[config.mk]
export PLATFORM = sky130hd
export DESIGN_NAME = ffa_ctrl
export DESIGN_NICKNAME = d
export VERILOG_FILES = /design/src/sv/ffa_pkg.sv /design/src/sv/ffa_ctrl.sv
export SDC_FILE = /design/constraint.sdc
export NUM_CORES = 1
export LEC_CHECK = 0
export BUFFER_PORTS_ARGS = -buffer_cell sky130_fd_sc_hd__buf_2
export CAP_MARGIN = 20
export CORE_UTILIZATION = 30
export CTS_CLUSTER_SIZE = 25
export DETAILED_ROUTE_END_ITERATION = 8
export GPL_ROUTABILITY_DRIVEN = 0
export SETUP_SLACK_MARGIN = 0.1
export SLEW_MARGIN = 20
export SYNTH_ARGS = -nofsm -noshare
export SYNTH_HDL_FRONTEND = slang
export SYNTH_SLANG_ARGS = --single-unit
[constraint.sdc]
create_clock -name i_clk -period 1.3 [get_ports i_clk]
set_input_delay 0.13 -clock i_clk [delete_from_list [all_inputs] [get_ports i_clk]]
set_output_delay 0.13 -clock i_clk [all_outputs]
set_load 0.05 [all_outputs]
[src/sv/ffa_pkg.sv]
package ffa_pkg;

    localparam int HEAP_BYTES   = 65536;
    localparam int HEADER_BYTES = 16;
    localparam int GRAN_BYTES   = 8;
    localparam int GRAN_W       = $clog2(GRAN_BYTES);
    localparam int ENTRIES      = HEAP_BYTES / GRAN_BYTES;
    localparam int IDX_W        = $clog2(ENTRIES);
    localparam int OFF_W        = 16;
    localparam int SIZE_W       = 17;
    localparam int REQ_W        = 17;
    localparam int NEED_W       = 18;

    typedef struct packed {
        logic              valid;
        logic              free;
        logic [SIZE_W-1:0] size;
        logic [OFF_W-1:0]  next;
    } t_hdr;

    localparam int HDR_W = $bits(t_hdr);

    typedef struct packed {
        logic             mode;
        logic [REQ_W-1:0] request_bytes;
        logic [OFF_W-1:0] payload_offset;
    } t_in;

    typedef struct packed {
        logic [OFF_W-1:0] granted_offset;
        logic             granted;
    } t_out;

    localparam logic MODE_ALLOC = 1'b0;

    typedef enum logic [3:0] {
        ST_CLEAR, ST_IDLE, ST_A_RD, ST_A_CHK, ST_A_SPLIT, ST_A_WB,
        ST_R_RD, ST_R_CHK, ST_R_NCHK, ST_R_WB, ST_P_RD, ST_P_CHK,
        ST_P_WB, ST_P_WB2, ST_DONE
    } t_state;

    typedef enum logic [3:0] {
        CMD_NOP, CMD_CLEAR, CMD_LOAD, CMD_RD_AT, CMD_A_CHK, CMD_A_SPLIT,
        CMD_A_WB, CMD_R_CHK, CMD_R_NCHK, CMD_R_WB, CMD_P_RD, CMD_P_CHK,
        CMD_P_WB, CMD_P_WB2
    } t_cmd;

    typedef struct packed {
        logic clr_last;
        logic zero_req;
        logic bad_rel;
        logic fit;
        logic split;
        logic chain_end;
        logic hdr_valid;
        logic hdr_free;
        logic at_zero;
        logic pred_hit;
    } t_sts;

    function automatic logic [IDX_W-1:0] idx_of(input logic [OFF_W-1:0] off);
        return off[OFF_W-1:GRAN_W];
    endfunction

endpackage

[src/sv/ffa_ctrl.sv]
module ffa_ctrl (
    input  logic          i_clk,
    input  logic          i_rst_n,
    input  logic          i_go,
    input  logic          i_mode,
    input  ffa_pkg::t_sts i_sts,
    output ffa_pkg::t_cmd o_cmd,
    output logic          o_busy,
    output logic          o_valid
);
    import ffa_pkg::*;

    t_state r_state, n_state;

    always_ff @(posedge i_clk) begin
        if (!i_rst_n) begin
            r_state <= ST_CLEAR;
        end else begin
            r_state <= n_state;
        end
    end

    always_comb begin
        n_state = r_state;
        unique case (r_state)
            ST_CLEAR:   if (i_sts.clr_last) n_state = ST_IDLE;
            ST_IDLE:    if (i_go) n_state = (i_mode == MODE_ALLOC) ? ST_A_RD : ST_R_RD;
            ST_A_RD:    n_state = i_sts.zero_req ? ST_DONE : ST_A_CHK;
            ST_A_CHK: begin
                if (i_sts.split) n_state = ST_A_SPLIT;
                else if (i_sts.fit) n_state = ST_A_WB;
                else if (i_sts.chain_end) n_state = ST_DONE;
            end
            ST_A_SPLIT: n_state = ST_A_WB;
            ST_A_WB:    n_state = ST_DONE;
            ST_R_RD:    n_state = i_sts.bad_rel ? ST_DONE : ST_R_CHK;
            ST_R_CHK: begin
                if (!i_sts.hdr_valid) n_state = ST_DONE;
                else if (i_sts.chain_end) n_state = ST_R_WB;
                else n_state = ST_R_NCHK;
            end
            ST_R_NCHK:  n_state = ST_R_WB;
            ST_R_WB:    n_state = i_sts.at_zero ? ST_DONE : ST_P_RD;
            ST_P_RD:    n_state = ST_P_CHK;
            ST_P_CHK: begin
                if (i_sts.pred_hit) n_state = i_sts.hdr_free ? ST_P_WB : ST_DONE;
                else if (i_sts.chain_end) n_state = ST_DONE;
            end
            ST_P_WB:    n_state = ST_P_WB2;
            ST_P_WB2:   n_state = ST_DONE;
            ST_DONE:    n_state = ST_IDLE;
            default:    n_state = ST_IDLE;
        endcase
    end

    always_comb begin
        o_busy  = (r_state != ST_IDLE);
        o_valid = (r_state == ST_DONE);
        unique case (r_state)
            ST_CLEAR:   o_cmd = CMD_CLEAR;
            ST_IDLE:    o_cmd = i_go ? CMD_LOAD : CMD_NOP;
            ST_A_RD:    o_cmd = CMD_RD_AT;
            ST_A_CHK:   o_cmd = CMD_A_CHK;
            ST_A_SPLIT: o_cmd = CMD_A_SPLIT;
            ST_A_WB:    o_cmd = CMD_A_WB;
            ST_R_RD:    o_cmd = CMD_RD_AT;
            ST_R_CHK:   o_cmd = CMD_R_CHK;
            ST_R_NCHK:  o_cmd = CMD_R_NCHK;
            ST_R_WB:    o_cmd = CMD_R_WB;
            ST_P_RD:    o_cmd = CMD_P_RD;
            ST_P_CHK:   o_cmd = CMD_P_CHK;
            ST_P_WB:    o_cmd = CMD_P_WB;
            ST_P_WB2:   o_cmd = CMD_P_WB2;
            default:    o_cmd = CMD_NOP;
        endcase
    end
endmodule

==> Word-level counts from Yosys, hierarchy flattened <==
Index checks and enable logic that the tools add are counted.
{ "classes": {"addsub": 0, "n_mul": 0, "div_mod_pow": 0, "n_lt_le_gt_ge": 0, "n_eq_ne": 17, "n_shift": 0, "n_mux": 16, "n_bitwise": 0, "n_reduce_logical": 4} }
{ "op_table": {"columns": ["op", "count"], "rows": [
  ["one-hot mux 4 bit (13 select lines)", 2],
  ["2-to-1 mux 4 bit", 8],
  ["equality test 4 bit, second input constant", 7],
  ["equality test 4 x 3 -> 1 bit, second input constant", 4],
  ["2-to-1 mux 3 bit", 3],
  ["equality test 4 x 2 -> 1 bit, second input constant", 2],
  ["equality test 4 x 1 -> 1 bit, second input constant", 1],
  ["logical NOT 4 bit", 1],
  ["2-to-1 mux 2 bit", 2],
  ["!= test 2 bit, second input constant", 2],
  ["!= test 4 x 1 -> 1 bit, second input constant", 1],
  ["OR reduction 2 bit", 2],
  ["AND reduction 2 bit", 1],
  ["2-to-1 mux 1 bit", 1]
]} }
{ "totals": {"ff_bits": 4, "latchBits": 0, "ramBits": 0, "mem_bits_ro": 0, "inputBits": 14, "out_inout_bits": 6, "elab_cells": 38, "mem_count": 0} }

==> Logic depth before layout (Yosys ltp) <==
Gate-level depths: netlist of the first run.
{ "depth": {"depth_word": 4, "ltp_mapped": 6, "ltp_nobuf": 4} }

==> Worst setup path before layout of the first run <==
Ideal clock, no wire load.
{ "synth_path": {"path_kind": "register to output", "from": "register r_state[3]", "to": "output port o_valid", "arrival_time_ps": 1654, "required_time_ps": 1170, "path_slack_ps": -484, "stages_incl_launch_ff": 4, "path_buffers": 1, "cell_sequence": "dfxtp_1 > buf_6 > inv_1 > nor3_1"} }
{ "synth_via": {"elab_chain_len": 1} }
{ "synth_rtl": {"columns": ["element", "line", "source"], "rows": [
  ["start, declared", "ffa_ctrl.sv:13", "t_state r_state, n_state;"],
  ["start signal, assigned", "ffa_ctrl.sv:19", "r_state <= n_state;"],
  ["equality test 4 bit", "ffa_ctrl.sv:58", "o_valid = (r_state == ST_DONE);"],
  ["end, declared", "ffa_ctrl.sv:9", "output logic o_valid"]
]} }
No other way between the ends.

==> Worst setup path after layout of the first run <==
{ "layout_path": {"from": "register r_state[1]", "to": "output port o_cmd[1]"} }
{ "layout_via": {"elab_chain_len": 3, "elab_cells_between_ends": 16, "classes_between": "13 x eq/ne; 1 x mux; 2 x reduce/logical"} }
{ "layout_rtl": {"columns": ["element", "line", "source"], "rows": [
  ["equality test 4 x 3 -> 1 bit or equality test 4 x 2 -> 1 bit (tied branches)", "ffa_ctrl.sv:59", "unique case (r_state)"],
  ["OR reduction 2 bit (no source line)", null, null],
  ["one-hot mux 4 bit (13 select lines) *", "ffa_ctrl.sv:59", null],
  ["end, declared", "ffa_ctrl.sv:7", "output ffa_pkg::t_cmd o_cmd,"]
]} }
Mark *: on every way between the ends. The rest lies on a longest branch, timed or not.

==> impl_metrics.py, run 1 <==
metrics = {
    "run_status": {
        "status": "finished with violations",
        "violations": "setup timing",
    },
    "flow_run": {
        "cap_violations": 0,
    },
    "logic_synthesis": {
        "synthTopCellsByArea": "dfxtp_1, a21oi_1, a2111oi_4",
        "async_reset_ff_share_pct": 0,
        "yosys.area.top_type_share_pct": 15.9,
        "syn_inst": 63,
        "syn_avg_cell_area_um2": 7.98,
        "synth_top_area_cell": "dfxtp_1",
        "yosysWarnings": 0,
        "yosysMostFrequentCell": "a21oi_1",
        "ys_top_cells_by_count": "a21oi_1, o21ai_0, dfxtp_1, nor2b_1",
        "synth_area_um2": 503,
        "synth.distinct_cells": 36,
        "synth_edf_count": 0,
        "syn_nets": 77,
        "synth-seq-cells": 4,
        "synth_ff_type": "dfxtp_1",
        "ys_seq_area_share_pct": 15.9,
    },
    "final_layout": {
        "largest_reg_flops": 4,
        "area_delta_synth_final_pct": 105,
        "diodes": 0,
        "fin_nets": 127,
        "n_fill_cell": 131,
        "multi_input_area_um2": 473,
        "largest-register": "r_state",
        "regArea_um2": 90.1,
        "reg.largest.list": "r_state x4",
        "drive_above_1_share_pct": 74.8,
    },
    "worst_hold_path": {
        "hp-class": "input port to flop",
        "min-delay-start": "i_rst_n",
    },
    "critical_path": {
        "cp.arrival_ns": 1.30,
        "slowest_stage": "dfxtp_4",
        "critical_path.reg2reg.startpoint": "r_state[3]",
        "critical_path_class": "flop to output port",
        "critical-path-top-delay-family": "flip-flops",
        "critical_path_required_ns": 1.17,
        "endpoint_kind": "output port",
        "crit_buf_inv": 2,
        "crit_chain": "buf_4 > or2_4 > o211a_2 > buf_6",
        "cp-startpoint": "r_state[1]",
        "cp-start-kind": "flop",
        "cp_max_fo": 5,
        "cp_slowest_stage_delay_ns": 0.36,
    },
    "floorplan": {
        "coreArea_um2": 1540,
        "fp.dieH_um": 42.9,
        "ioPinCount": 20,
        "start_util_pct": 32.6,
        "rows": 14,
        "die_w_um": 42.9,
        "fp.dieArea_um2": 1840,
    },
    "timing": {
        "finalSetupViolCount": 7,
        "fmax_mhz": 701,
        "worst_pin_slew_ns": 0.253,
        "holdWs_ns": 0.135,
        "final.setup.worst_slack_ns": -0.126,
        "fin_crit_sh_pct": 110,
        "min_period_ns": 1.43,
        "finalHoldViolations": 0,
        "rsz0062_at_grt": "true",
        "slew_headroom_pct": 83.0,
        "report.final.slew_viol_count": 0,
        "fin_skew_ns": 0.00751,
    },
    "drt": {
        "routed-via-count": 706,
        "viasPerCell": 5.56,
        "drtIter0Drc": 9,
        "wl_mm": 2.10,
        "ant_nets": 0,
        "route.detailed.drc": 0,
        "wire_per_inst_um": 16.5,
        "first_pass_iters": 4,
    },
    "placed_design": {
        "dpl.hpwl_mm": 1.28,
        "pre_cts_ws_ns": -0.139,
        "portBuffers": 19,
    },
    "clocking": {
        "path_clk_slew_ns": 0.04,
        "clock_path_buffers": 2,
        "htree_levels": 1,
        "cts.sinks": 4,
        "clk_latency_ns": 0.25,
        "tritoncts": "yes",
        "cts_buffers": 3,
        "root_buffer": "clkbuf_4",
    },
    "global_routing": {
        "antenna_found_initial": 0,
        "overflow": 0,
        "grt_pass1_wl_mm": 3.55,
        "grt_max_degree": 7,
        "grt_pass1_vias": 771,
        "grt_usage_pct": 25.6,
    },
    "power_and_ir_drop": {
        "pwr_density_cell_nw_per_um2": 645,
        "power.leakage_nw": 0.455,
        "peakVddDrop_mv": 0.448,
    },
}
==> logic make-up after synthesis <==
| family | after synthesis | synth area share [%] |
|---|---|---|
| AOI/OAI and AO/OA | 28 | 44.0 |
| xor gates and xnor gates | 1 | 1.74 |
| buffers and inverters | 9 | 10.4 |
| DFF | 4 | 15.9 |
| muxes | 1 | 2.24 |
| and+or+nand+nor | 20 | 25.6 |
==> cells in the final DEF, fill, tap and decap left out, types with 2 or more instances in the layout <==
master     n
a21oi_1    5
buf_2     13
o21ai_2    2
clkbuf_4   3
buf_4     21
nor2b_4    2
o21ai_1    2
dfxtp_2    2
buf_8      2
o31ai_1    2
nand3_1    2
inv_1      2
a31oi_1    3
dfxtp_4    2
inv_2      2
or2_4      2
nor2b_1    2
buf_6     14
nand2_2    2
a21oi_2    2
==> layout make-up <==
cell class / count / share of cell area, %
inverters: 4 / 1.46
repair buffers: 50 / 39.8
multi-input cells: 50 / 45.9
clock buffers: 3 / 2.18
flip-flops and latches: 4 / 8.74
well taps: 16 / 1.94
==> final timing paths <==
| path | end | slack (ns) | cells past startpoint |
|---|---|---|---|
| setup / recovery | o_cmd[1] | -0.13 | 4 |
| hold / removal | r_state[0] | 0.14 | 3 |
| setup reg to reg | r_state[2] | -0.11 | 5 |
| hold reg to reg | r_state[2] | 0.64 | 2 |
==> stage by stage <==
stage | setup TNS (ns) | cells | power, mW | instance area [um2] | util (%)
floorplan | -0.201 | 63 | 0.291 | 543 | -
global placement | -0.286 | 113 | 0.383 | 767 | 49.8
detailed placement | -0.346 | 113 | 0.384 | 767 | 49.8
CTS | -0.375 | 124 | 0.636 | 996 | 64.6
global route | -0.891 | 127 | 0.699 | 1030 | 66.9
finish | -0.475 | 127 | 0.665 | 1030 | 66.9
==> repair_timing <==
| item | CTS | global route |
|---|---|---|
| setup buffers | 8 | 3 |
| pin swaps | 7 | 3 |
| endpoints found under the setup margin | 10 | 10 |
| gates resized for setup | 48 | 3 |
| hold buffers | 0 | 0 |
==> tightest hold or removal path, cell delays in order <==
cell and delay, ns:
buf_2 0.12, o31ai_2 0.05, a31oi_1 0.03
==> report_power, final <==
part	internal [mW]	switching [mW]
clock	0.104	0.0618
sequential	0.129	0.00957
combinational	0.186	0.176
total	0.418	0.247
==> metal layers <==
metal | track usage [%] | wire length [um] | up-vias | share of wire (%)
li1 | - | - | 336 | -
met1 | 29.5 | 859 | 346 | 41
met2 | 44.8 | 1140 | 22 | 54
met3 | 7.66 | 86 | 2 | 4.1
met4 | 7.88 | 8 | 0 | 0.38
met5 | 0 | 0 | - | 0
No activity file was read; power rests on OpenSTA's default activity.
==> run 2: changes to the inputs <==
Settings changed: CORE_ASPECT_RATIO set to 0.8.
==> impl_metrics.py, run 2 (synthesis results as in run 1) <==
metrics = {
    "final_layout": {
        "n_fill_cell": 115,
        "drive_above_1_share_pct": 74.3,
        "diodes": 0,
        "layout_common_cells": "buf_4, buf_6, buf_2",
        "design_area_um2": 1080,
        "area_delta_synth_final_pct": 114,
        "fin_nets": 129,
        "regArea_um2": 90.1,
        "reg.largest.list": "r_state x4",
        "largest_reg_flops": 4,
        "multi_input_area_um2": 478,
        "final_common_cell": "buf_4",
        "largest-register": "r_state",
    },
    "critical_path": {
        "crit_buf_inv": 4,
        "cp-start-kind": "flop",
        "cpMostUsedCell": "buf_6",
        "cp_max_fo": 6,
        "cp_slowest_stage_delay_ns": 0.33,
        "critical_path_required_ns": 1.17,
        "cp-startpoint": "r_state[3]",
        "crit_chain": "buf_6 > clkinvlp_4 > buf_6 > xnor2_4 > buf_6",
        "slowest_stage": "dfxtp_2",
        "endpoint_kind": "output port",
        "critical-path-top-delay-family": "buffers and inverters",
        "critical_path_class": "flop to output port",
        "cp.arrival_ns": 1.30,
        "critical_path.reg2reg.startpoint": "r_state[3]",
    },
    "clocking": {
        "clock_path_buffers": 2,
        "cts_buffers": 3,
        "path_clk_slew_ns": 0.05,
        "clk_latency_ns": 0.25,
        "tritoncts": "yes",
        "htree_levels": 1,
        "cts.sinks": 4,
        "root_buffer": "clkbuf_4",
    },
    "drt": {
        "drtIter0Drc": 23,
        "route.detailed.drc": 0,
        "wl_mm": 2.17,
        "routed-via-count": 721,
        "wire_per_inst_um": 16.2,
        "first_pass_iters": 4,
        "ant_nets": 0,
        "viasPerCell": 5.38,
    },
    "global_routing": {
        "overflow": 0,
        "grt_usage_pct": 26.2,
        "grt_pass1_vias": 723,
        "antenna_found_initial": 0,
        "grt_pass1_wl_mm": 3.19,
        "grt_max_degree": 9,
    },
    "placed_design": {
        "dpl.hpwl_mm": 1.21,
        "pre_cts_ws_ns": -0.0815,
        "portBuffers": 19,
        "placed_cell_area_um2": 751,
    },
    "timing": {
        "finalHoldViolations": 0,
        "holdWs_ns": 0.140,
        "final.setup.worst_slack_ns": -0.130,
        "min_period_ns": 1.43,
        "fin_skew_ns": 0.0103,
        "rsz0062_at_grt": "true",
        "finalSetupViolCount": 9,
        "report.final.slew_viol_count": 0,
        "fmax_mhz": 699,
        "tns_ns": -0.790,
        "fin_crit_sh_pct": 110,
        "slew_headroom_pct": 80.8,
        "worst_pin_slew_ns": 0.288,
    },
    "power_and_ir_drop": {
        "pwr_density_cell_nw_per_um2": 621,
        "peakVddDrop_mv": 0.504,
        "p_total_uw": 668,
        "power.leakage_nw": 0.452,
    },
    "worst_hold_path": {
        "min-delay-start": "i_rst_n",
        "hp-class": "input port to flop",
    },
    "floorplan": {
        "ioPinCount": 20,
        "rows": 12,
        "coreArea_um2": 1470,
        "fp.dieH_um": 38.6,
        "fp.dieArea_um2": 1850,
        "die_w_um": 47.8,
        "start_util_pct": 34.2,
    },
    "run_status": {
        "violations": "setup timing",
        "status": "finished with violations",
    },
    "flow_run": {
        "cap_violations": 0,
    },
}
[run 2: cell types whose count changed in the layout (fill, tap and decap cells not counted), sizes merged]
| cell | previous run | this run |
|---|---|---|
| buf | 50 | 52 |
| inv | 4 | 3 |
| clkinvlp | 0 | 1 |
[run 2: through the flow]
stage / utilization (%) / std cells
global placement: 51.0 / 115
global route: 73.1 / 134
CTS: 69.0 / 131
detailed placement: 51.0 / 115
finish: 73.1 / 134
floorplan: - / 63
[run 2: final cells by class]
cell class	count	area share, %
timing repair buffer	52	40.9
inverter	4	1.74
sequential	4	8.37
multi-input combinational	50	44.4
clock buffer	3	2.09
tap	21	2.44
[run 2: tightest hold or removal path, stage by stage]
cell and delay (ns):
buf_2 0.13, o31ai_2 0.06, a31oi_1 0.04
[run 2: layer usage]
metal	vias to the layer above	global-route usage [%]	wire, um
met4	0	16.0	45
met2	30	43.9	1120
met3	4	7.48	88
li1	341	-	-
met1	346	28.7	914
met5	-	0	0
[run 2: worst paths after layout]
check	depth (start not counted)	endpoint	slack [ns]
worst max-delay path	5	o_cmd[0]	-0.13
worst min-delay path	3	r_state[0]	0.14
worst max register to register	7	r_state[2]	-0.09
worst min register to register	2	r_state[2]	0.62
[run 2: what timing repair did]
| item | 4_1_cts | 5_1_grt |
|---|---|---|
| pin swaps | 5 | 3 |
| setup endpoints to repair | 10 | 10 |
| hold buffers | 0 | 0 |
| gates cloned | 0 | 0 |
| resized for setup | 43 | 13 |
| buffers inserted | 13 | 4 |
[run 2: power by group]
group	total, mW	internal (mW)	switching [mW]
Clock	0.170	0.104	0.0657
Sequential	0.138	0.129	0.00931
Combinational	0.360	0.183	0.177
Total	0.668	0.416	0.253
